File: src/rtl/lrbc_pkg.sv
// Package for the lidar ray-box caster: sizes, codes, box record, CORDIC table.
// No dependencies.
`default_nettype none

package lrbc_pkg;

    localparam int TABLE_ENTRIES = 16;
    localparam int MAX_BEAMS     = 64;
    localparam int TIDX_W        = (TABLE_ENTRIES > 1) ? $clog2(TABLE_ENTRIES) : 1;
    localparam int BEAM_IDX_W    = 6;
    localparam int BEAM_CNT_W    = 7;

    localparam int DIV_NUM_W = 48;
    localparam int DIV_DEN_W = 16;
    localparam int T_W       = 42;

    localparam logic [2:0] CFG_BMIN_X = 3'd0;
    localparam logic [2:0] CFG_BMIN_Y = 3'd1;
    localparam logic [2:0] CFG_BMAX_X = 3'd2;
    localparam logic [2:0] CFG_BMAX_Y = 3'd3;
    localparam logic [2:0] CFG_EXEMPT = 3'd4;

    localparam logic [1:0] MODE_WRITE       = 2'd0;
    localparam logic [1:0] MODE_CAST_STATIC = 2'd1;
    localparam logic [1:0] MODE_CAST_ALL    = 2'd2;

    localparam logic [1:0] KIND_STATIC  = 2'd1;
    localparam logic [1:0] KIND_PERCEPT = 2'd2;

    localparam logic signed [DIV_NUM_W-1:0] QUOT_SAT = 48'sd1099511627776;
    localparam logic signed [33:0] CORDIC_GAIN_INIT = 34'sd652032874;

    typedef struct packed {
        logic signed [31:0] lx;
        logic signed [31:0] ly;
        logic signed [31:0] ux;
        logic signed [31:0] uy;
    } box_t;

    function automatic logic [31:0] atan_turn(input logic [3:0] idx);
        logic [31:0] v;
        case (idx)
            4'd0:    v = 32'h20000000;
            4'd1:    v = 32'h12E4051E;
            4'd2:    v = 32'h09FB385B;
            4'd3:    v = 32'h051111D4;
            4'd4:    v = 32'h028B0D43;
            4'd5:    v = 32'h0145D7E1;
            4'd6:    v = 32'h00A2F61E;
            4'd7:    v = 32'h00517C55;
            4'd8:    v = 32'h0028BE53;
            4'd9:    v = 32'h00145F2F;
            4'd10:   v = 32'h000A2F98;
            4'd11:   v = 32'h000517CC;
            4'd12:   v = 32'h00028BE6;
            4'd13:   v = 32'h000145F3;
            4'd14:   v = 32'h0000A2FA;
            default: v = 32'h0000517D;
        endcase
        return v;
    endfunction

endpackage

`default_nettype wire

File: src/rtl/lrbc_box_mem.sv
// Box coordinate table: synchronous RAM, one write and one registered read port.
// Depends on lrbc_pkg.
`default_nettype none

module lrbc_box_mem (
    input  wire logic                        clk,
    input  wire logic                        we,
    input  wire logic [lrbc_pkg::TIDX_W-1:0] waddr,
    input  wire lrbc_pkg::box_t              wdata,
    input  wire logic [lrbc_pkg::TIDX_W-1:0] raddr,
    output lrbc_pkg::box_t                   rdata
);

    lrbc_pkg::box_t mem [lrbc_pkg::TABLE_ENTRIES];
    lrbc_pkg::box_t rdata_reg;

    always_ff @(posedge clk)
    begin
        if (we)
        begin
            mem[waddr] <= wdata;
        end
        rdata_reg <= mem[raddr];
    end

    assign rdata = rdata_reg;

endmodule

`default_nettype wire

File: config.mk
export PLATFORM = sky130hd
export DESIGN_NAME = lrbc_box_mem
export DESIGN_NICKNAME = d
export VERILOG_FILES = /design/src/rtl/lrbc_pkg.sv /design/src/rtl/lrbc_box_mem.sv
export SDC_FILE = /design/constraint.sdc
export NUM_CORES = 2
export LEC_CHECK = 0
export BUFFER_PORTS_ARGS = -buffer_cell sky130_fd_sc_hd__clkbuf_2
export CORE_UTILIZATION = 55
export CTS_BUF_LIST = sky130_fd_sc_hd__clkbuf_4 sky130_fd_sc_hd__clkbuf_8
export CTS_CLUSTER_SIZE = 30
export DETAILED_ROUTE_END_ITERATION = 7
export PLACE_DENSITY_LB_ADDON = 0.3
export SLEW_MARGIN = 40
export SYNTH_ARGS = -nofsm -noshare
export SYNTH_HDL_FRONTEND = slang
export SYNTH_SLANG_ARGS = --single-unit
File: constraint.sdc
create_clock -name clk -period 12.3 [get_ports clk]
set_clock_uncertainty 0.15 [all_clocks]
set_input_delay 1.23 -clock clk [delete_from_list [all_inputs] [get_ports clk]]
set_output_delay 1.23 -clock clk [all_outputs]
set_load 0.005 [all_outputs]
* After elaboration in Yosys (flattened, before gate mapping)
Memory sizes are Yosys's and may differ from the RTL's. A register that Yosys moved wholly into a read port is not among the register bits.
Index checks and enable logic that the tools add are counted.
W data, S select, Z words.
** Operators by class
- Add/sub/neg operators :: 0
- $mul :: 0
- Div/mod/pow operators :: 0
- Magnitude comparators :: 0
- Equal/unequal tests :: 0
- Shift-type cells :: 0
- Muxes and demuxes :: 2
- Bitwise gates (word level) :: 0
- Reduce and logical (&&, ||, !) cells :: 0
** Operators by type and width (count)
- $mux W1 :: 2
** Word-level totals
- Bits in registers :: 0
- Bits in latches :: 0
- RAM bits :: 2048
- ROM bits :: 0
- Bits of input ports :: 138
- Output and inout bits :: 128
- Logic and storage cells :: 3
- Memories kept :: 1
** Memories
- mem :: words 16, width 128, read ports 1, clocked after memory_dff 1, wr ports 1, RTL line lrbc_box_mem.sv:14 : lrbc_pkg::box_t mem [lrbc_pkg::TABLE_ENTRIES];

* Depth between registers and ports, before layout
- Depth after elaboration :: 2
- Gate-level depth with buffers :: 8
- Gate-level depth less buffers :: 3

* Worst setup path before layout
Ideal clock, no wire load.
- Path type :: input -> register
- Start point :: input port waddr[2] (netlist bit)
- End point :: memory mem[0][0] (netlist bit), enable pin
- Arrival :: 10383 ps
- Data required time :: 11376 ps
- Path slack :: 993 ps
- Cell stages on the path :: 2
- Path buffers :: 0
- Cells stage by stage :: or3b_2 -> nor3_1
** RTL lines
- from (decl) :: RTL line lrbc_box_mem.sv:8 : input wire logic [lrbc_pkg::TIDX_W-1:0] waddr,
- to (decl) :: RTL line lrbc_box_mem.sv:14
Straight into the memory's write port.

* Worst setup path after layout
- Start point :: input port waddr[3] (netlist bit)
- End point :: memory mem[4][83] (netlist bit), enable pin
Straight into the memory's write port.

==> flow_summary.json <==
{
  "min_period_over_period": 0.2987,
  "setup_violations": 0,
  "die_x_um": 382.2,
  "setup_tns_ps": 0,
  "r2r_setup_slack_ps": 10700,
  "clock-sinks": 2176,
  "cts.reportedPaths.clkPinSlew_ps": 60,
  "comb_power_share": 0.047,
  "r2r-start": "mem[6][109]$_DFFE_PP_",
  "syn_area_per_cell_um2": 23.70,
  "slew_headroom": 0.4120,
  "slowest_delay_ps": 740,
  "synth_area_mm2": 0.07949,
  "power_density_mw_per_mm2": 166.9,
  "syn_inst": 3354,
  "rsz0062_at_grt": "false",
  "status": "finished, final reports clean",
  "cts_hold_buf": 0,
  "largest_reg_flops": 2048,
  "numPortBuffers": 265,
  "clkPwrFrac": 0.401,
  "gp_congestion": 0.7192,
  "p_seq_frac": 0.552,
  "worst_ep_required_time_ps": 12780,
  "hpwl_um": 87790,
  "hold_depth": 1,
  "maxCapViolations": 0,
  "synth_nets": 3492,
  "htreeDepth": 5,
  "worstHoldStart": "wdata[47]",
  "clockBufferDepth": 4,
  "die_y_um": 382.2,
  "utilization": 0.6321,
  "path_common_cell": "buf_4",
  "setup.worst_path.start_class": "input port",
  "switching_share": 0.2092,
  "hold_class": "in2reg",
  "yosys_warnings": 0,
  "synth_top_cell_by_area": "edfxtp_1",
  "p_int_uw": 11970,
  "synth.distinct_cells": 26,
  "drive_above_1_share": 0.3583,
  "p_sw_uw": 3167,
  "cts_made_buffers": 348,
  "antenna_found_initial": 32,
  "core_mm2": 0.1435,
  "reg2regPathDepth": 3,
  "p_total_uw": 15140,
  "ys_ff_latch": 2176,
  "grt_use_total": 0.2422,
  "nFillCells": 9432,
  "drt_iter0_markers": 4184,
  "vias": 37059,
  "synth.area.top_cells": "edfxtp_1, mux4_2, dfxtp_1",
  "slowest_stage": "buf_4",
  "hold_viol": 0,
  "start_util": 0.5540,
  "die_area_mm2": 0.1460,
  "min_period_ps": 3674,
  "gr-total-overflow": 0,
  "worstSetupPathType": "in2reg",
  "fp-row-count": 139,
  "drc": 0,
  "r2r_end": "rdata[109]$_DFF_P_",
  "endpoint_kind": "register",
  "grt_first_pass_wirelength_um": 253200,
  "clockRootBuffer": "clkbuf_8",
  "postCtsSetupRepairBufs": 0,
  "cts_resized": 0,
  "p_leak_uw": 0.02955,
  "critical_path_peak_fanout": 49,
  "ir_drop_mv": 0.1135,
  "cts_tree": "built",
  "drt_pass1_iterations": 7,
  "drv_slew": 0,
  "syn_to_final_growth_pct": 14.11,
  "ant_nets": 0,
  "tightest_slew_ps": 882.0,
  "wirelength_um": 175800,
  "io_pins": 266,
  "fmax_mhz": 272.2,
  "ys_seq_area_frac": 0.8059,
  "hold_end": "mem[13][47]$_DFFE_PP_",
  "vias_per_cell": 6.108,
  "whs_ps": 432.7,
  "insertion_delay_ps": 1050,
  "dp_slack_ps": 7552,
  "yosys.area.top_type_share": 0.7737,
  "path_cells": "clkbuf_2 -> nand3b_1 -> nor3_2 -> buf_4 -> buf_4 -> buf_6",
  "routedWlPerCell_um": 28.98,
  "finish.net_count": 4019,
  "final.setup.worst_slack_ps": 8626,
  "grt_max_degree": 83,
  "cp.arrival_ps": 4150,
  "grt_pass1_vias": 37926
}
-- placed cells by master (no fill, tap or decap), drive strengths merged, types with 15 or more instances in the layout --
master / count
nor2b: 28
nand2: 97
edfxtp: 2048
clkbuf: 778
clkinv: 92
mux2i: 25
nor2: 15
mux4: 479
mux2: 59
buf: 92
nand2b: 15
dfxtp: 128
o221ai: 22
o21ai: 15
a22oi: 216
-- worst max path at each step --
stage / slack [ps] / cells after the start / end / from
after floorplan: 990 / 2 / mem[0][0]$_DFFE_PP_ / waddr[2]
after global placement: 7370 / 6 / rdata[100]$_DFF_P_ / raddr[0]
after detailed placement: 7550 / 7 / rdata[5]$_DFF_P_ / raddr[2]
after CTS: 8660 / 7 / rdata[4]$_DFF_P_ / raddr[2]
after global routing: 8400 / 8 / rdata[84]$_DFF_P_ / raddr[0]
final: 8630 / 6 / mem[4][83]$_DFFE_PP_ / waddr[3]
-- cell type report --
cell class	count	area (µm²)	share of cell area
Timing Repair Buffer	354	2653	0.02924
Multi-Input combinational cell	1001	14670	0.1617
Clock buffer	516	6307	0.06954
Sequential cell	2176	64060	0.7063
Tap cell	1903	2381	0.02625
Clock inverter	103	596.8	0.006580
Antenna cell	14	35.03	0.0003863
-- stage by stage --
step	cells	cell area, µm²
after floorplan	3354	79490
after global routing	6062	90690
after CTS	6050	90570
final	6067	90700
after global placement	5410	83060
after detailed placement	5431	83670
-- cells in the mapped netlist, drive strengths merged --
cell and number:
o22a 7, nand3 1, nor3 4, o221ai 22, dfxtp 128, nand2b 15, a221oi 11, buf 103
nand3b 2, mux4 479, mux2i 25, o21ai 15, a22oi 216, or2 1, nand2 97, clkbuf 74
nor2b 28, edfxtp 2048, mux2 59, or3b 1, nor2 15, and2 3
-- power groups by stage --
stage / clock network, µW / registers, µW / logic, µW
2_1_floorplan: 0 / 8500 / 401
3_3_place_gp: 0 / 8510 / 687
3_5_place_dp: 0 / 8520 / 716
4_1_cts: 6180 / 8360 / 717
5_1_grt: 6490 / 8370 / 761
6_report: 6070 / 8360 / 708
-- metal layers --
metal | track usage | vias to the layer above | wire length (µm)
li1 | - | 15440 | -
met1 | 0.3377 | 19695 | 69820
met2 | 0.3839 | 1619 | 86740
met3 | 0.05703 | 281 | 15720
met4 | 0.07519 | 24 | 3427
met5 | 0 | - | 149
-- logic make-up after synthesis --
logic type             after synthesis  share of synthesized area
flip-flops                        2176                     0.8059
multiplexers                       563                     0.1472
AND/OR/NAND/NOR                    167                   0.009602
buffers and inverters              177                    0.01149
AO/OA/AOI/OAI                      271                    0.02575
-- worst max-delay path: cells and delay by family --
kind | cells | cell delay (ps)
AND/OR/NAND/NOR | 2 | 640
buffers and inverters | 4 | 2100
No activity file was read; power rests on OpenSTA's default activity.
