[src/rtl/lrbc_pkg.sv]
// Package for the lidar ray-box caster: sizes, codes, box record, CORDIC table.
// No dependencies.
`default_nettype none

package lrbc_pkg;

    localparam int TABLE_ENTRIES = 16;
    localparam int MAX_BEAMS     = 64;
    localparam int TIDX_W        = (TABLE_ENTRIES > 1) ? $clog2(TABLE_ENTRIES) : 1;
    localparam int BEAM_IDX_W    = 6;
    localparam int BEAM_CNT_W    = 7;

    localparam int DIV_NUM_W = 48;
    localparam int DIV_DEN_W = 16;
    localparam int T_W       = 42;

    localparam logic [2:0] CFG_BMIN_X = 3'd0;
    localparam logic [2:0] CFG_BMIN_Y = 3'd1;
    localparam logic [2:0] CFG_BMAX_X = 3'd2;
    localparam logic [2:0] CFG_BMAX_Y = 3'd3;
    localparam logic [2:0] CFG_EXEMPT = 3'd4;

    localparam logic [1:0] MODE_WRITE       = 2'd0;
    localparam logic [1:0] MODE_CAST_STATIC = 2'd1;
    localparam logic [1:0] MODE_CAST_ALL    = 2'd2;

    localparam logic [1:0] KIND_STATIC  = 2'd1;
    localparam logic [1:0] KIND_PERCEPT = 2'd2;

    localparam logic signed [DIV_NUM_W-1:0] QUOT_SAT = 48'sd1099511627776;
    localparam logic signed [33:0] CORDIC_GAIN_INIT = 34'sd652032874;

    typedef struct packed {
        logic signed [31:0] lx;
        logic signed [31:0] ly;
        logic signed [31:0] ux;
        logic signed [31:0] uy;
    } box_t;

    function automatic logic [31:0] atan_turn(input logic [3:0] idx);
        logic [31:0] v;
        case (idx)
            4'd0:    v = 32'h20000000;
            4'd1:    v = 32'h12E4051E;
            4'd2:    v = 32'h09FB385B;
            4'd3:    v = 32'h051111D4;
            4'd4:    v = 32'h028B0D43;
            4'd5:    v = 32'h0145D7E1;
            4'd6:    v = 32'h00A2F61E;
            4'd7:    v = 32'h00517C55;
            4'd8:    v = 32'h0028BE53;
            4'd9:    v = 32'h00145F2F;
            4'd10:   v = 32'h000A2F98;
            4'd11:   v = 32'h000517CC;
            4'd12:   v = 32'h00028BE6;
            4'd13:   v = 32'h000145F3;
            4'd14:   v = 32'h0000A2FA;
            default: v = 32'h0000517D;
        endcase
        return v;
    endfunction

endpackage

`default_nettype wire

[src/rtl/lrbc_cordic.sv]
// Iterative 16-step rotation CORDIC giving Q1.15 beam direction from a binary angle.
// Depends on lrbc_pkg (gain and arctangent table).
`default_nettype none

module lrbc_cordic (
    input  wire logic               clk,
    input  wire logic               rst_n,
    input  wire logic               start,
    input  wire logic [15:0]        angle,
    output logic                    done,
    output logic signed [15:0]      dir_x,
    output logic signed [15:0]      dir_y
);

    logic               run_reg;
    logic               done_reg;
    logic [3:0]         it_reg;
    logic [1:0]         quad_reg;
    logic signed [33:0] x_reg;
    logic signed [33:0] y_reg;
    logic signed [32:0] z_reg;

    logic signed [33:0] sx;
    logic signed [33:0] sy;
    logic signed [32:0] at;
    logic signed [33:0] rx;
    logic signed [33:0] ry;
    logic signed [15:0] c;
    logic signed [15:0] s;

    assign sx = x_reg >>> it_reg;
    assign sy = y_reg >>> it_reg;
    assign at = $signed({1'b0, lrbc_pkg::atan_turn(it_reg)});

    always_ff @(posedge clk or negedge rst_n)
    begin
        if (!rst_n)
        begin
            run_reg  <= 1'b0;
            done_reg <= 1'b0;
            it_reg   <= '0;
        end
        else
        begin
            done_reg <= 1'b0;
            if (start)
            begin
                run_reg <= 1'b1;
                it_reg  <= '0;
            end
            else if (run_reg)
            begin
                it_reg <= it_reg + 1'b1;
                if (it_reg == 4'd15)
                begin
                    run_reg  <= 1'b0;
                    done_reg <= 1'b1;
                end
            end
        end
    end

    always_ff @(posedge clk)
    begin
        if (start)
        begin
            x_reg    <= lrbc_pkg::CORDIC_GAIN_INIT;
            y_reg    <= '0;
            z_reg    <= $signed({3'b000, angle[13:0], 16'h0000});
            quad_reg <= angle[15:14];
        end
        else if (run_reg)
        begin
            if (!z_reg[32])
            begin
                x_reg <= x_reg - sy;
                y_reg <= y_reg + sx;
                z_reg <= z_reg - at;
            end
            else
            begin
                x_reg <= x_reg + sy;
                y_reg <= y_reg - sx;
                z_reg <= z_reg + at;
            end
        end
    end

    // round to Q1.15 and clamp to 0..32767
    always_comb
    begin
        rx = (x_reg + 34'sd16384) >>> 15;
        ry = (y_reg + 34'sd16384) >>> 15;
        if (rx < 0)
            c = '0;
        else if (rx > 34'sd32767)
            c = 16'sd32767;
        else
            c = rx[15:0];
        if (ry < 0)
            s = '0;
        else if (ry > 34'sd32767)
            s = 16'sd32767;
        else
            s = ry[15:0];
    end

    always_comb
    begin
        case (quad_reg)
            2'd0:
            begin
                dir_x = c;
                dir_y = s;
            end
            2'd1:
            begin
                dir_x = -s;
                dir_y = c;
            end
            2'd2:
            begin
                dir_x = -c;
                dir_y = -s;
            end
            default:
            begin
                dir_x = s;
                dir_y = -c;
            end
        endcase
    end

    assign done = done_reg;

endmodule

`default_nettype wire

[config.mk]
export PLATFORM = sky130hd
export DESIGN_NAME = lrbc_cordic
export DESIGN_NICKNAME = d
export VERILOG_FILES = /design/src/rtl/lrbc_pkg.sv /design/src/rtl/lrbc_cordic.sv
export SDC_FILE = /design/constraint.sdc
export NUM_CORES = 1
export LEC_CHECK = 0
export BUFFER_PORTS_ARGS = -buffer_cell sky130_fd_sc_hd__clkbuf_2
export CAP_MARGIN = 10
export CORE_MARGIN = 5
export CORE_UTILIZATION = 65
export DETAILED_ROUTE_END_ITERATION = 10
export PLACE_DENSITY = 0.82
export SETUP_SLACK_MARGIN = 0.3
export SLEW_MARGIN = 20
export SYNTH_ARGS = -nofsm -noshare
export SYNTH_HDL_FRONTEND = slang
export SYNTH_SLANG_ARGS = --single-unit
[constraint.sdc]
create_clock -name clk -period 10.1 [get_ports clk]
set_input_delay 1.01 -clock clk [delete_from_list [all_inputs] [get_ports clk]]
set_output_delay 1.01 -clock clk [all_outputs]
set_load 0.01 [all_outputs]
Yosys cells after proc, flatten, opt, wreduce, memory -nomap -nowiden

Memories as Yosys holds them, arrays and structs flattened.
Index checks and enable logic that the tools add are counted.

Register bits: 109
Bits in read-only memories: 480
Input port bits: 19
Output and inout bits: 33
Logic and storage cells: 50
Memories kept: 1

Add/sub/neg operators: 11
$lt $le $gt $ge: 4
Equal/unequal tests: 3
Shift operators: 2
Mux-type cells: 19
Reductions and logical operators: 2

Memory list:

| name            | words | bits a word | read ports | clocked after Yosys merged registers in | write ports | RTL line       | source |
|---|---|---|---|---|---|---|---|
| (no name shown) | 16    | 30          | 1          | 0                                       | 0           | lrbc_pkg.sv:42 | `case (idx)` |

Operator list:

| kind                                                                              | count |
|---|---|
| 16-bit case mux with 3 select lines                                               | 2 |
| 34-bit by 16-bit adder with 34-bit output, second input constant                  | 2 |
| 34-bit adder                                                                      | 2 |
| 34-bit two-way mux                                                                | 2 |
| 34-bit by 4-bit >>> shifter with 34-bit output                                    | 2 |
| 34-bit subtractor                                                                 | 2 |
| 16-bit two-way mux                                                                | 4 |
| 30-bit two-way mux                                                                | 2 |
| 19-bit by 16-bit greater-than comparator with 1-bit output, second input constant | 2 |
| 19-bit by 1-bit < comparator with 1-bit output, second input constant             | 2 |
| 33-bit adder                                                                      | 1 |
| 33-bit two-way mux                                                                | 1 |
| 33-bit subtractor                                                                 | 1 |
| 16-bit negator                                                                    | 2 |
| 4-bit two-way mux                                                                 | 2 |
| 1-bit two-way mux                                                                 | 6 |
| 4-bit by 1-bit adder with 4-bit output, second input constant                     | 1 |
| 4-bit == test, second input constant                                              | 1 |
| 2-bit by 1-bit == test with 1-bit output, second input constant                   | 1 |
| 2-bit == test, second input constant                                              | 1 |
| 2-bit zero test                                                                   | 1 |
| 2-bit nonzero test                                                                | 1 |

Depth between registers and ports, before layout

Word-level depth: 6
Mapped depth: 33
Depth with buffers taken out: 25

Worst setup path before layout

OpenSTA, ideal clock, no wires.

Path type: reg-to-reg
From: register it_reg[1]
To: register z_reg[32]
Arrival time: 6.388 ns
Data required time: 10.026 ns
Setup slack: 3.637 ns
Cell stages (with the launch flop): 30
Period minus slack after synthesis: 6.463 ns
Cells stage by stage: dfrtp_1 buf_2 inv_1 buf_1 buf_1 clkbuf_1 buf_1 ha_1 clkbuf_1 nand2_1 o21ai_0 nor2_1 a31oi_1 nand3b_1 nor3b_1 nand3_1 nor3_1 nor2_2 xnor2_1 ha_1 a21o_1 a21o_1 a21o_1 a21o_1 a21oi_1 a21boi_0 a211oi_1 o2111ai_1 a2111o_1 o21ai_0

Longest elaborated chain between the ends: 3
Elaborated cells between the ends (all ways): 4
Classes of those cells: add/sub (2); mux (1); memory (1)

Ends and longest elaborated chain:

| item                                              | RTL line                             | source |
|---|---|---|
| from (decl)                                       | lrbc_cordic.sv:17                    | `logic [3:0] it_reg;` |
| from (signal assigned)                            | lrbc_cordic.sv:53                    | `it_reg <= it_reg + 1'b1;` |
| memory read 16 x 30 bit (*)                       | -                                    |  |
| 33-bit subtractor or 33-bit adder (tied branches) | lrbc_cordic.sv:78, lrbc_cordic.sv:84 |  |
| 33-bit two-way mux (*)                            | lrbc_cordic.sv:74                    | `if (!z_reg[32])` |
| to (signal assigned)                              | lrbc_cordic.sv:69                    | `z_reg <= $signed({3'b000, angle[13:0], 16'h0000});` |
| to (signal assigned)                              | lrbc_cordic.sv:78                    | `z_reg <= z_reg - at;` |
| to (signal assigned)                              | lrbc_cordic.sv:84                    | `z_reg <= z_reg + at;` |
| to (decl)                                         | lrbc_cordic.sv:21                    | `logic signed [32:0] z_reg;` |

Mark *: on every way between the ends. The rest lies on a longest branch, timed or not.
A chain may end at the register's enable or synchronous reset.

Worst setup path after layout

From: register it_reg[3]
To: register y_reg[21]

Longest elaborated chain between the ends: 3
Elaborated cells between the ends (all ways): 4
Classes of those cells: add/sub (2); shift (1); mux (1)

Ends and longest elaborated chain:

| item                                               | RTL line                             | source |
|---|---|---|
| 34-bit by 4-bit >>> shifter with 34-bit output (*) | lrbc_cordic.sv:31                    | `assign sx = x_reg >>> it_reg;` |
| 34-bit adder or 34-bit subtractor (tied branches)  | lrbc_cordic.sv:77, lrbc_cordic.sv:83 |  |
| 34-bit two-way mux (*)                             | lrbc_cordic.sv:74                    |  |
| to (signal assigned)                               | lrbc_cordic.sv:77                    | `y_reg <= y_reg + sx;` |
| to (signal assigned)                               | lrbc_cordic.sv:83                    | `y_reg <= y_reg - sx;` |
| to (decl)                                          | lrbc_cordic.sv:20                    | `logic signed [33:0] y_reg;` |

Marked as above.

==> impl_metrics.yaml <==
setup_path:
  cp.required_ns: 10.38
  crit_arrival_ns: 7.37
  worst-path-max-fanout: 70
  worstSetupPathType: "reg2reg"
  end_kind: "flip-flop"
  reg2regPathDepth: 20
  start_kind: "flip-flop"
synthesis:
  synth_cell_types: 87
  yosys_most_used_dff: "dfxtp_1"
  synth_top_family_by_area: "compound AO/OA/AOI/OAI gates"
  ys_async_sr_fraction_pct: 5.505
  synth_top_area_share_pct: 9.671
  ys_seq_area_share_pct: 13.17
  synth_seq_cells: 109
  syn_area_mm2: 0.01801
  yosysTopAreaCell: "dfxtp_1"
  synth_mux_area_share_pct: 18.27
  synth-compound-area-share_pct: 25.09
  yosys_warnings: 0
  avgSynthCellArea_um2: 7.644
  syn_inst: 2356
  synth_edf_count: 16
  synthTopCellsByArea: "dfxtp_1, mux4_2, ha_1"
  synth_simple_gate_area_share_pct: 19.56
  yosys.area_share.xor_xnor_pct: 10.51
  synth_fa_ha_area_share_pct: 7.907
  synthesis.nets: 2487
routing:
  drt_iter0_drc: 2335
  post-route-drc-count: 0
  first_pass_iters: 6
  drtAntennaViolNets: 0
  routed_via_density: 7.012
  vias: 18600
  drt-wirelength-per-cell_um: 21.45
  routed_wl_um: 56920
clock_network:
  cts_tree: "yes"
  numCtsBuffers: 9
  cts_resized: 0
  cts_hold_buffers: 0
  cts-htree-levels: 3
  cts-root-buf: "clkbuf_16"
  cts.sinks: 109
  cts.path.max_buffers: 2
  clk_pin_slew_worst_paths_ns: 0.09
  clock_latency_ns: 0.38
  cts_setup_buffers: 0
timing:
  fmax_ghz: 0.1412
  hold_violations: 0
  fin_crit_ns: 7.085
  slew_viol_final: 0
  finalCritPeriodShare_pct: 70.14
  rsz0062_at_grt: "false"
  skew_ns: 0.01634
  tightest_slew_ns: 1.118
  setup_viol: 0
  worst_hold_slack_ns: 0.4785
  relSlewSlack_pct: 24.48
  tns_ns: 0
global_route:
  grt_pass1_wl_um: 90980
  grt_max_degree: 77
  grt-ovfl-total: 0
  grt_pass1_vias: 17340
  grt_usage_pct: 35.66
  antenna_found_initial: 0
die:
  start_util_pct: 65.36
  floorplan.die.height_um: 176.5
  num_rows: 61
  die_w_um: 176.5
  die_area_mm2: 0.03113
  fp.coreArea_mm2: 0.02755
  top_level_ports: 52
min_path:
  hold_class: "in2async"
final_layout:
  nFillCells: 2341
  areaGrowthSynthToFinish_pct: 2.744
  finalNetCount: 2400
  stdcell_count: 2653
  drive_gt1_share_pct: 11.48
placed_design:
  place_inst: 2636
  dp_hpwl_um: 41820
  gp_congestion: 0.9970
  io_buffers: 51
run_status:
  outcome: "finished, final reports clean"
run:
  cap_violations: 0
## path summary, 6_finish.rpt
| path | start | endpoint | slack, ns |
|---|---|---|---|
| max | it_reg[3] | y_reg[21] | 3.02 |
| min | rst_n | done | 0.48 |
| max reg2reg | it_reg[3] | y_reg[21] | 3.02 |
| min reg2reg | z_reg[30] | z_reg[30] | 0.49 |
| max in group asynchronous | rst_n | it_reg[3] | 9.38 |
| min in group clk | z_reg[30] | z_reg[30] | 0.49 |
## worst max-delay path: stages (launching register included)
cell and delay [ns]:
dfrtp_4 0.62, buf_4 0.58, buf_4 0.75, mux4_2 0.48
o21ai_0 0.25, a21oi_1 0.10, a211oi_1 0.38, and3_1 0.24
and2_0 0.29, a21oi_1 0.13, xnor2_1 0.16, ha_1 0.38
and3_1 0.24, nand4_1 0.14, a2111oi_0 0.76, o21ai_0 0.31
a21boi_0 0.27, o21ai_0 0.17, a21boi_0 0.29, o21ai_0 0.12
a32o_1 0.27
## logic make-up (layout without fill, tap and decap cells)
| kind of cell | after synthesis | in the layout |
|---|---|---|
| and+or+nand+nor | 744 | 744 |
| AOI/OAI and AO/OA | 702 | 702 |
| buffers and inverters | 241 | 159 |
| muxes | 232 | 232 |
| xor gates and xnor gates | 216 | 216 |
| adders and majority gates | 112 | 112 |
| DFF | 109 | 109 |
| other | 0 | 1 |
## stage by stage
stage	util [%]	setup slack (ns)	cell area [µm²]
after floorplan	-	3.637	18010
after global placement	66.13	3.482	18220
after detailed placement	66.13	3.252	18220
after CTS	67.15	3.227	18500
after global routing	67.15	2.436	18500
final	67.15	3.015	18500
## layout by cell type (no fill, tap or decap), types with 25 or more instances in the layout
cell	netlist	routed
inv_1	61	61
clkbuf_2	0	50
nand2_1	222	222
dfxtp_1	87	86
and3_1	33	33
nor3_1	45	45
nand3_1	51	51
a21oi_1	198	198
nor2_1	224	224
and2_1	25	25
a21o_1	53	53
a211oi_1	31	31
xnor2_1	129	129
mux2i_1	107	107
o21ai_0	151	151
mux4_2	72	72
mux2_2	50	50
a31oi_1	45	45
ha_1	109	109
buf_4	9	30
xor2_1	87	87
## cells in the mapped netlist (all sizes together) (18+ instances only)
| cell type | n |
|---|---|
| a21o | 53 |
| nand4 | 18 |
| or2 | 19 |
| a31oi | 45 |
| buf | 57 |
| a21oi | 199 |
| and3 | 33 |
| xnor2 | 129 |
| o21a | 20 |
| inv | 61 |
| dfxtp | 87 |
| nand3 | 51 |
| and2 | 27 |
| clkbuf | 121 |
| o211ai | 20 |
| ha | 109 |
| mux4 | 72 |
| nor2b | 23 |
| nor3 | 45 |
| nand2b | 19 |
| nand2 | 222 |
| a211oi | 31 |
| xor2 | 87 |
| mux2i | 107 |
| o21ai | 152 |
| mux2 | 53 |
| nor2 | 226 |
## cell type report
type | instances | area, µm² | share of cell area, %
clock buffer | 9 | 225.2 | 1.217
tap | 378 | 473.0 | 2.556
antenna | 1 | 2.502 | 0.01352
sequential | 109 | 2390 | 12.92
clock inverter | 7 | 55.05 | 0.2975
timing repair buffer | 80 | 475.5 | 2.570
multi-input combinational | 2006 | 14650 | 79.15
inverter | 63 | 236.5 | 1.278
## per-layer routing
| layer | share of wire (%) | GRT usage (%) |
|---|---|---|
| met1 | 41 | 48.83 |
| met2 | 43 | 54.69 |
| met3 | 11 | 7.880 |
| met4 | 4.3 | 14.67 |
| met5 | 0.13 | 0 |
Power is not shown: default switching activity piles up to over one toggle a cycle in this logic, so the estimate is an artifact.
