## src/rtl/lrbc_pkg.sv

```systemverilog
// Package for the lidar ray-box caster: sizes, codes, box record, CORDIC table.
// No dependencies.
`default_nettype none

package lrbc_pkg;

    localparam int TABLE_ENTRIES = 16;
    localparam int MAX_BEAMS     = 64;
    localparam int TIDX_W        = (TABLE_ENTRIES > 1) ? $clog2(TABLE_ENTRIES) : 1;
    localparam int BEAM_IDX_W    = 6;
    localparam int BEAM_CNT_W    = 7;

    localparam int DIV_NUM_W = 48;
    localparam int DIV_DEN_W = 16;
    localparam int T_W       = 42;

    localparam logic [2:0] CFG_BMIN_X = 3'd0;
    localparam logic [2:0] CFG_BMIN_Y = 3'd1;
    localparam logic [2:0] CFG_BMAX_X = 3'd2;
    localparam logic [2:0] CFG_BMAX_Y = 3'd3;
    localparam logic [2:0] CFG_EXEMPT = 3'd4;

    localparam logic [1:0] MODE_WRITE       = 2'd0;
    localparam logic [1:0] MODE_CAST_STATIC = 2'd1;
    localparam logic [1:0] MODE_CAST_ALL    = 2'd2;

    localparam logic [1:0] KIND_STATIC  = 2'd1;
    localparam logic [1:0] KIND_PERCEPT = 2'd2;

    localparam logic signed [DIV_NUM_W-1:0] QUOT_SAT = 48'sd1099511627776;
    localparam logic signed [33:0] CORDIC_GAIN_INIT = 34'sd652032874;

    typedef struct packed {
        logic signed [31:0] lx;
        logic signed [31:0] ly;
        logic signed [31:0] ux;
        logic signed [31:0] uy;
    } box_t;

    function automatic logic [31:0] atan_turn(input logic [3:0] idx);
        logic [31:0] v;
        case (idx)
            4'd0:    v = 32'h20000000;
            4'd1:    v = 32'h12E4051E;
            4'd2:    v = 32'h09FB385B;
            4'd3:    v = 32'h051111D4;
            4'd4:    v = 32'h028B0D43;
            4'd5:    v = 32'h0145D7E1;
            4'd6:    v = 32'h00A2F61E;
            4'd7:    v = 32'h00517C55;
            4'd8:    v = 32'h0028BE53;
            4'd9:    v = 32'h00145F2F;
            4'd10:   v = 32'h000A2F98;
            4'd11:   v = 32'h000517CC;
            4'd12:   v = 32'h00028BE6;
            4'd13:   v = 32'h000145F3;
            4'd14:   v = 32'h0000A2FA;
            default: v = 32'h0000517D;
        endcase
        return v;
    endfunction

endpackage

`default_nettype wire

```

## src/rtl/lrbc_div.sv

```systemverilog
// Serial signed divider, one quotient bit per cycle, truncating toward zero.
// Depends on lrbc_pkg.
`default_nettype none

module lrbc_div (
    input  wire logic                                  clk,
    input  wire logic                                  rst_n,
    input  wire logic                                  start,
    input  wire logic signed [lrbc_pkg::DIV_NUM_W-1:0] num,
    input  wire logic signed [lrbc_pkg::DIV_DEN_W-1:0] den,
    output logic                                       done,
    output logic signed [lrbc_pkg::DIV_NUM_W-1:0]      quot
);

    localparam int NW = lrbc_pkg::DIV_NUM_W;
    localparam int DW = lrbc_pkg::DIV_DEN_W;
    localparam int CW = $clog2(NW);

    logic          run_reg;
    logic          done_reg;
    logic [CW-1:0] cnt_reg;
    logic [NW-1:0] q_reg;
    logic [DW-1:0] rem_reg;
    logic [DW-1:0] dmag_reg;
    logic          neg_reg;

    logic [DW:0]   trial;
    logic          fits;

    assign trial = {rem_reg, q_reg[NW-1]};
    assign fits  = trial >= {1'b0, dmag_reg};

    always_ff @(posedge clk or negedge rst_n)
    begin
        if (!rst_n)
        begin
            run_reg  <= 1'b0;
            done_reg <= 1'b0;
            cnt_reg  <= '0;
        end
        else
        begin
            done_reg <= 1'b0;
            if (start)
            begin
                run_reg <= 1'b1;
                cnt_reg <= CW'(NW - 1);
            end
            else if (run_reg)
            begin
                cnt_reg <= cnt_reg - 1'b1;
                if (cnt_reg == '0)
                begin
                    run_reg  <= 1'b0;
                    done_reg <= 1'b1;
                end
            end
        end
    end

    always_ff @(posedge clk)
    begin
        if (start)
        begin
            q_reg    <= num[NW-1] ? NW'(-num) : NW'(num);
            dmag_reg <= den[DW-1] ? DW'(-den) : DW'(den);
            neg_reg  <= num[NW-1] ^ den[DW-1];
            rem_reg  <= '0;
        end
        else if (run_reg)
        begin
            rem_reg <= fits ? DW'(trial - {1'b0, dmag_reg}) : trial[DW-1:0];
            q_reg   <= {q_reg[NW-2:0], fits};
        end
    end

    assign done = done_reg;
    assign quot = neg_reg ? -$signed(q_reg) : $signed(q_reg);

endmodule

`default_nettype wire

```

## config.mk

```make
export PLATFORM = sky130hd
export DESIGN_NAME = lrbc_div
export DESIGN_NICKNAME = d
export VERILOG_FILES = /design/src/rtl/lrbc_pkg.sv /design/src/rtl/lrbc_div.sv
export SDC_FILE = /design/constraint.sdc
export NUM_CORES = 1
export LEC_CHECK = 0
export ABC_AREA = 1
export ABC_CLOCK_PERIOD_IN_PS = 2650
export BUFFER_PORTS_ARGS = -buffer_cell sky130_fd_sc_hd__buf_2
export CORE_UTILIZATION = 35
export DETAILED_ROUTE_END_ITERATION = 8
export HOLD_SLACK_MARGIN = 0.08
export SKIP_LAST_GASP = 1
export SYNTH_ARGS = -nofsm -noshare
export SYNTH_HDL_FRONTEND = slang
export SYNTH_SLANG_ARGS = --single-unit
```

## constraint.sdc

```tcl
create_clock -name clk -period 2.65 [get_ports clk]
set_input_delay 0.265 -clock clk [delete_from_list [all_inputs] [get_ports clk]]
set_output_delay 0.265 -clock clk [all_outputs]
set_load 0.02 [all_outputs]
```

* Word-level counts from Yosys, hierarchy flattened
Index checks and enable logic that the tools add are counted.
** Word-level totals
- Logic and storage cells :: 31
- Memories kept :: 0
- Bits in latches :: 0
- Memory bits (read-only) :: 0
- Output and inout port bits :: 49
- Register bits :: 89
- Bits in writable memories :: 0
- Input bits :: 67
** Cells by class
- Eq/ne operators :: 0
- Div/mod/pow operators :: 0
- Multiply operators :: 0
- Bitwise gates (word level) :: 1
- Reductions and logical operators :: 2
- Add/subtract/negate cells :: 5
- Shift operators :: 0
- $lt $le $gt $ge :: 1
- Multiplexer cells :: 14
** Operator list (count)
- $mux 48 :: 4
- $neg 48->48 :: 2
- $ge 17x16->1 :: 1
- $mux 16 :: 1
- $neg 16->16 :: 1
- $sub 16x16->16 :: 1
- $mux 15 :: 1
- $mux 6 :: 2
- $logic_not 6->1 :: 1
- $mux 1 :: 6
- $sub 6x1->6 const B :: 1
- $reduce_bool 2->1 :: 1
- $xor 1x1->1 :: 1

* Depth between registers and ports, before layout
Gate-level depths: netlist (run 1).
- Depth in word-level cells :: 4
- Gate-level depth with buffers :: 16

* Least setup slack after synthesis (run 1)
Ideal clock, no wire load.
- Kind :: register to register
- From :: register run_reg
- To :: register q_reg[0], enable pin
- Slack :: 650 ps
- Cell stages (with the launch flop) :: 4
- Setup time :: 402 ps
- Clock period less this slack :: 2000 ps
- Data arrival time :: 1597 ps
- Path through :: dfrtp_1 > nor2_1 > buf_4 > inv_1
** On the way
- Cells in the longest elaborated chain, start to end :: 1
** Ends and longest elaborated chain
- start, declared :: line lrbc_div.sv:19 : logic run_reg;
- start signal, assigned :: line lrbc_div.sv:37 : run_reg <= 1'b0;
- start signal, assigned :: line lrbc_div.sv:46 : run_reg <= 1'b1;
- start signal, assigned :: line lrbc_div.sv:54 : run_reg <= 1'b0;
- $reduce_bool 2->1 (no source line)
- end signal, assigned :: line lrbc_div.sv:65 : q_reg <= num[NW-1] ? NW'(-num) : NW'(num);
- end signal, assigned :: line lrbc_div.sv:73 : q_reg <= {q_reg[NW-2:0], fits};
- end, declared :: line lrbc_div.sv:22 : logic [NW-1:0] q_reg;
Every way passes these cells.
A chain may end at the register's enable or synchronous reset.

* Worst setup path after layout (run 1)
- From :: register q_reg[1]
- To :: output quot[10] (netlist bit)
** On the way
- Cells in the longest elaborated chain, start to end :: 2
** Ends and longest elaborated chain
- $neg 48->48 :: line lrbc_div.sv:78 : assign quot = neg_reg ? -$signed(q_reg) : $signed(q_reg);
- $mux 48 :: line lrbc_div.sv:78
- end, declared :: line lrbc_div.sv:12 : output logic signed [lrbc_pkg::DIV_NUM_W-1:0] quot
Every way passes these cells.

==> out/metrics.yaml, run 1 <==
global_routing:
  grt_antenna_before_repair: 0
  grt_usage_pct: 22.4
  globalRouteOverflowTotal: 0
  grt_start_max_net_pins: 49
  grt_pass1_wl_um: 41400
  grt_pass1_vias: 7657
yosys:
  synth_area_leaders: "edfxtp_1, nand2_1, nor2_1, inv_1, nand3_1"
  synth_nets: 1383
  syn_area_mm2: 0.00822
  syn_inst: 1294
  yosysTopAreaCell: "edfxtp_1"
  ys_async_sr_fraction_pct: 8.99
  synth-main-ff-cell: "edfxtp_1"
  synth-seq-area-share_pct: 30.1
  syn_area_per_cell_um2: 6.35
  synth_edf_count: 65
  yosys_warnings: 0
  yosysUniqueCellTypes: 41
  ys_seq_elements: 89
  synth.top_cell.area_share_pct: 23.7
drt:
  wirelength_um: 26500
  via_count: 8483
  drt_first_iter_violations: 668
  wl_per_cell_um: 15.4
  vias_per_cell: 4.92
  drc: 0
  first_pass_iters: 8
  ant_nets: 0
sta:
  finalHoldViolations: 0
  rsz0062_at_grt: "yes"
  final_max_slew_viol_count: 0
  worst_pin_slew_ns: 0.561
  max-slew-margin-rel_pct: 62.4
  whs_ns: 0.141
  fmax_ghz: 0.390
  post-route-period-util_pct: 96.7
  post-route-min-period_ns: 2.56
  final.setup.tns_ns: 0
  clock_skew_ns: 0.0115
  finalSetupViolations: 0
floorplan:
  io_pins: 116
  core_area_mm2: 0.0228
  die_w_um: 155
  initial_core_util_pct: 36.0
  rows: 55
  die-area_mm2: 0.0241
  die_y_um: 155
clocking:
  htree_levels: 3
  clk_latency_ns: 0.36
  cts_tree: "done"
  cts_root_buffer: "clkbuf_16"
  path_clk_slew_ns: 0.07
  cts_buffers: 9
  numClockSinks: 89
  clock_path_buffers: 2
status:
  status: "completed"
final_layout:
  antenna-diode-count: 0
  syn_to_final_growth_pct: 15.7
  stdcell_count: 1724
  fillerInstances: 2552
  layout_commonest_cell: "nand2_1"
  drive_above_1_share_pct: 14.0
  largest_reg_flops: 48
  final_net_count: 1495
  final_cell_mix: "nand2_1, nor2_1, inv_1, nand3_1, buf_2"
  final_cell_area_mm2: 0.00951
critical_path:
  cp.arrival_ns: 2.30
  critPathMaxFanout: 5
  critPathKind: "reg -> out"
  startpoint_type: "register"
  end_kind: "output port"
  crit_required_ns: 2.38
worst_hold_path:
  hold_path.class: "in -> reg"
power_and_ir_drop:
  vdd_drop_max_mv: 0.323
  leakagePower_nw: 4.57
  power_density_mw_per_mm2: 621
placement:
  place_congestion: 0.960
  hpwl_um: 21400
  place_area_mm2: 0.00911
  dp_cells: 1701
  numPortBuffers: 115
run:
  maxCapViolations: 0
==> power by group <==
part / total (mW) / leakage [nW] / internal [mW] / switching [mW]
sequential: 1.93 / 0.909 / 1.73 / 0.199
combinational: 2.68 / 3.52 / 0.887 / 1.80
clock: 1.29 / 0.141 / 0.736 / 0.556
==> timing repair <==
item	4_1_cts	5_1_grt
resized for setup	2	11
cloned	0	1
hold endpoints to repair	8	0
hold buffers	1	0
setup endpoints to repair	1	28
setup buffers	0	5
pin swaps	0	1
==> metal layers <==
metal	wire, um	global-route usage [%]	part of all wire [%]	up-vias
met5	0	0	0	-
met4	541	6.54	2.0	0
met3	1210	2.26	4.6	30
met2	11300	33.5	42	245
met1	13500	33.7	51	3858
li1	-	-	-	4350
==> cells in the mapped netlist, types with 3 or more instances <==
master and count:
o21ai_1 5, a21oi_1 17, nor2_1 174, inv_2 5
nand2_1 418, xnor2_1 19, nand3_1 116, nor2_2 6
o21bai_1 3, nand2_2 11, clkbuf_1 20, xor2_1 60
ha_1 21, inv_1 164, buf_4 5, dfrtp_1 8
nand3b_1 5, o21ai_0 70, nand4_1 31, nor3_1 18
nand3_2 9, edfxtp_1 65, buf_2 3, dfxtp_1 16
==> cells by family (layout without fill, tap and decap cells) <==
logic type               count (synthesis)  count (layout)  synth area share [%]
adder cells (fa/ha/maj)                 22              22                  3.44
AND/OR/NAND/NOR                        796             796                  41.2
buffers and inverters                  203             320                  9.92
AO/OA/AOI/OAI                          105             105                  6.97
XOR/XNOR                                79              79                  8.42
flip-flops                              89              89                  30.1
==> final timing paths <==
path	slack (ns)	to	startpoint	cells after the start
max	0.09	quot[10]	q_reg[1]$_DFFE_PP_	8
min	0.14	dmag_reg[0]$_DFFE_PP_	den[0]	1
max reg2reg	0.48	rem_reg[13]$_SDFFE_PP0P_	dmag_reg[3]$_DFFE_PP_	14
min reg2reg	0.47	rem_reg[0]$_SDFFE_PP0P_	rem_reg[0]$_SDFFE_PP0P_	2
max in group asynchronous	2.19	cnt_reg[2]$_DFFE_PN0P_	rst_n	2
min in group asynchronous	0.28	cnt_reg[0]$_DFFE_PN0P_	rst_n	2
==> stage by stage <==
step | worst slack [ns] | util [%] | total power, mW
floorplan | 0.650 | - | 3.84
global placement | 0.375 | 39.9 | 4.55
detailed placement | 0.309 | 39.9 | 4.57
CTS | 0.00956 | 41.2 | 5.87
global route | -0.0607 | 41.6 | 6.32
finish | 0.0882 | 41.6 | 5.91
==> cell type report <==
| cell class | instances | area, um^2 | area share [%] |
|---|---|---|---|
| Inverter | 170 | 642 | 6.75 |
| Timing Repair inverter | 1 | 5.00 | 0.0526 |
| Tap cell | 313 | 392 | 4.12 |
| Clock buffer | 12 | 236 | 2.49 |
| Clock inverter | 4 | 52.6 | 0.553 |
| Timing Repair Buffer | 133 | 738 | 7.76 |
| Multi-Input combinational cell | 1002 | 4970 | 52.3 |
| Sequential cell | 89 | 2470 | 26.0 |
==> worst max-delay path, cell delays in order, from the launching register on <==
cell      delay, ns
edfxtp_1       0.42
inv_1          0.11
ha_1           0.21
nand3_2        0.14
nor2_4         0.13
nand2_1        0.15
nand2_1        0.15
xor2_1         0.38
buf_2          0.25
Note: power is estimated with default switching activity, not from simulation.
==> run 2, diff against run 1 <==
--- a/config.mk
+++ b/config.mk
@@ -11,6 +11,7 @@
 export CORE_UTILIZATION = 35
 export DETAILED_ROUTE_END_ITERATION = 8
 export HOLD_SLACK_MARGIN = 0.08
+export RECOVER_POWER = 100
 export SKIP_LAST_GASP = 1
 export SYNTH_ARGS = -nofsm -noshare
 export SYNTH_HDL_FRONTEND = slang
==> out/metrics.yaml, run 2 (synthesis results as in run 1) <==
status:
  status: "completed"
critical_path:
  r2r-start: "dmag_reg[3]$_DFFE_PP_"
  cp.arrival_ns: 2.31
  crit_required_ns: 2.38
  end_kind: "output port"
  startpoint_type: "register"
  critPathKind: "reg -> out"
  critPathMaxFanout: 5
  cp-startpoint: "q_reg[0]$_DFFE_PP_"
placement:
  numPortBuffers: 115
  hpwl_um: 21400
  place_congestion: 0.960
  place_ws_ns: 0.309
  place_area_mm2: 0.00911
clocking:
  numClockSinks: 89
  cts_tree: "done"
  clock_path_buffers: 2
  cts_root_buffer: "clkbuf_16"
  cts_buffers: 9
  htree_levels: 3
  path_clk_slew_ns: 0.07
  clk_latency_ns: 0.35
sta:
  finalSetupViolations: 0
  clock_skew_ns: 0.0104
  setup_slack_ns: 0.0725
  post-route-min-period_ns: 2.58
  post-route-period-util_pct: 97.3
  fmax_ghz: 0.388
  worst_pin_slew_ns: 1.26
  rsz0062_at_grt: "yes"
  max-slew-margin-rel_pct: 15.9
  final_max_slew_viol_count: 0
  finalHoldViolations: 0
final_layout:
  antenna-diode-count: 0
  syn_to_final_growth_pct: 14.5
  drive_above_1_share_pct: 11.3
  layout_commonest_cell: "nand2_1"
  final_cell_mix: "nand2_1, nor2_1, inv_1, nand3_1, buf_2"
  final_net_count: 1495
  final_cell_area_mm2: 0.00941
  largest_reg_flops: 48
  fillerInstances: 2575
power_and_ir_drop:
  internal-power_mw: 3.32
  vdd_drop_max_mv: 0.322
  leakagePower_nw: 4.48
  swShare_pct: 43.3
  seq_power_share_pct: 32.9
  power_density_mw_per_mm2: 623
  p_switching_mw: 2.54
  clock_power_share_pct: 22.0
  combPwrFrac_pct: 45.0
global_routing:
  grt_antenna_before_repair: 0
  grt_start_max_net_pins: 49
  grt_usage_pct: 22.4
  grt_pass1_wl_um: 41400
  grt_pass1_vias: 7657
  globalRouteOverflowTotal: 0
worst_hold_path:
  hp-start: "den[0]"
  hold_path.class: "in -> reg"
drt:
  first_pass_iters: 5
  drc: 0
  wl_per_cell_um: 15.3
  ant_nets: 0
  via_count: 8441
  vias_per_cell: 4.90
  drt_first_iter_violations: 694
  wirelength_um: 26400
floorplan:
  initial_core_util_pct: 36.0
  die_y_um: 155
  core_area_mm2: 0.0228
  rows: 55
  io_pins: 116
  die_w_um: 155
  die-area_mm2: 0.0241
run:
  maxCapViolations: 0
==> run 2: cell types whose count changed in the layout (fill, tap and decap cells not counted), moves of 2 or more <==
cell / change
inv_2: -3
nand2_1: +3
nor2_4: -2
nand2_2: -3
buf_4: -6
clkbuf_1: +28
clkbuf_2: +20
inv_1: +3
buf_2: -41
==> run 2: layout make-up <==
type,count,area (um^2),area share [%]
sequential,89,2470,26.3
clock buffer,12,236,2.51
timing repair buffer,133,673,7.15
multi-input combinational,1002,4940,52.5
inverter,170,642,6.82
tap,313,392,4.16
timing repair inverter,1,5.00,0.0532
clock inverter,4,52.6,0.558
==> run 2: power by group through the flow <==
stage	registers [mW]	logic [mW]	clock network, mW
2_1_floorplan	1.88	1.96	0
3_3_place_gp	1.95	2.60	0
3_5_place_dp	1.95	2.62	0
4_1_cts	1.93	2.63	1.31
5_1_grt	1.95	2.96	1.37
6_report	1.93	2.64	1.29
==> run 2: critical path, cell delays in order, from the launching register on <==
cell and delay, ns:
edfxtp_1 0.40, inv_1 0.12, ha_1 0.22, nand3_2 0.13
nor2_2 0.15, nand2_1 0.16, nand2_1 0.15, xor2_1 0.38
clkbuf_2 0.26
==> run 2: worst paths after layout <==
check                      cells past startpoint                  endpoint  slack (ns)
setup / recovery                               8                  quot[10]        0.07
hold / removal                                 1     dmag_reg[0]$_DFFE_PP_        0.22
setup reg to reg                              14  rem_reg[12]$_SDFFE_PP0P_        0.22
hold reg to reg                                2   rem_reg[0]$_SDFFE_PP0P_        0.47
max in group asynchronous                      2    cnt_reg[4]$_DFFE_PN0P_        1.95
min in group asynchronous                      2    cnt_reg[0]$_DFFE_PN0P_        0.38
==> run 2: stage by stage <==
stage               TNS, ns  utilization [%]  hold WS, ns  power [mW]  std cells
floorplan                 0                -      -0.0306        3.84       1294
global placement          0             39.9        0.118        4.55       1701
detailed placement        0             39.9        0.123        4.57       1701
CTS                       0             41.2        0.138        5.87       1718
global route         -0.256             41.2        0.204        6.28       1724
finish                    0             41.2        0.216        5.87       1724
==> run 2: what timing repair did <==
item	4_1_cts	5_1_grt
gates cloned	0	1
endpoints found under the setup margin	1	28
hold endpoints to repair	8	0
resized for setup	2	11
pin swaps	0	1
buffers inserted	0	5
hold buffers	1	0
==> run 2: routing by layer <==
metal	wire length [um]	vias to the layer above	part of all wire (%)	global-route usage [%]
met3	1390	33	5.3	2.26
met2	11100	245	42	33.5
li1	-	4357	-	-
met5	0	-	0	0
met4	635	0	2.4	6.54
met1	13300	3806	50	33.7
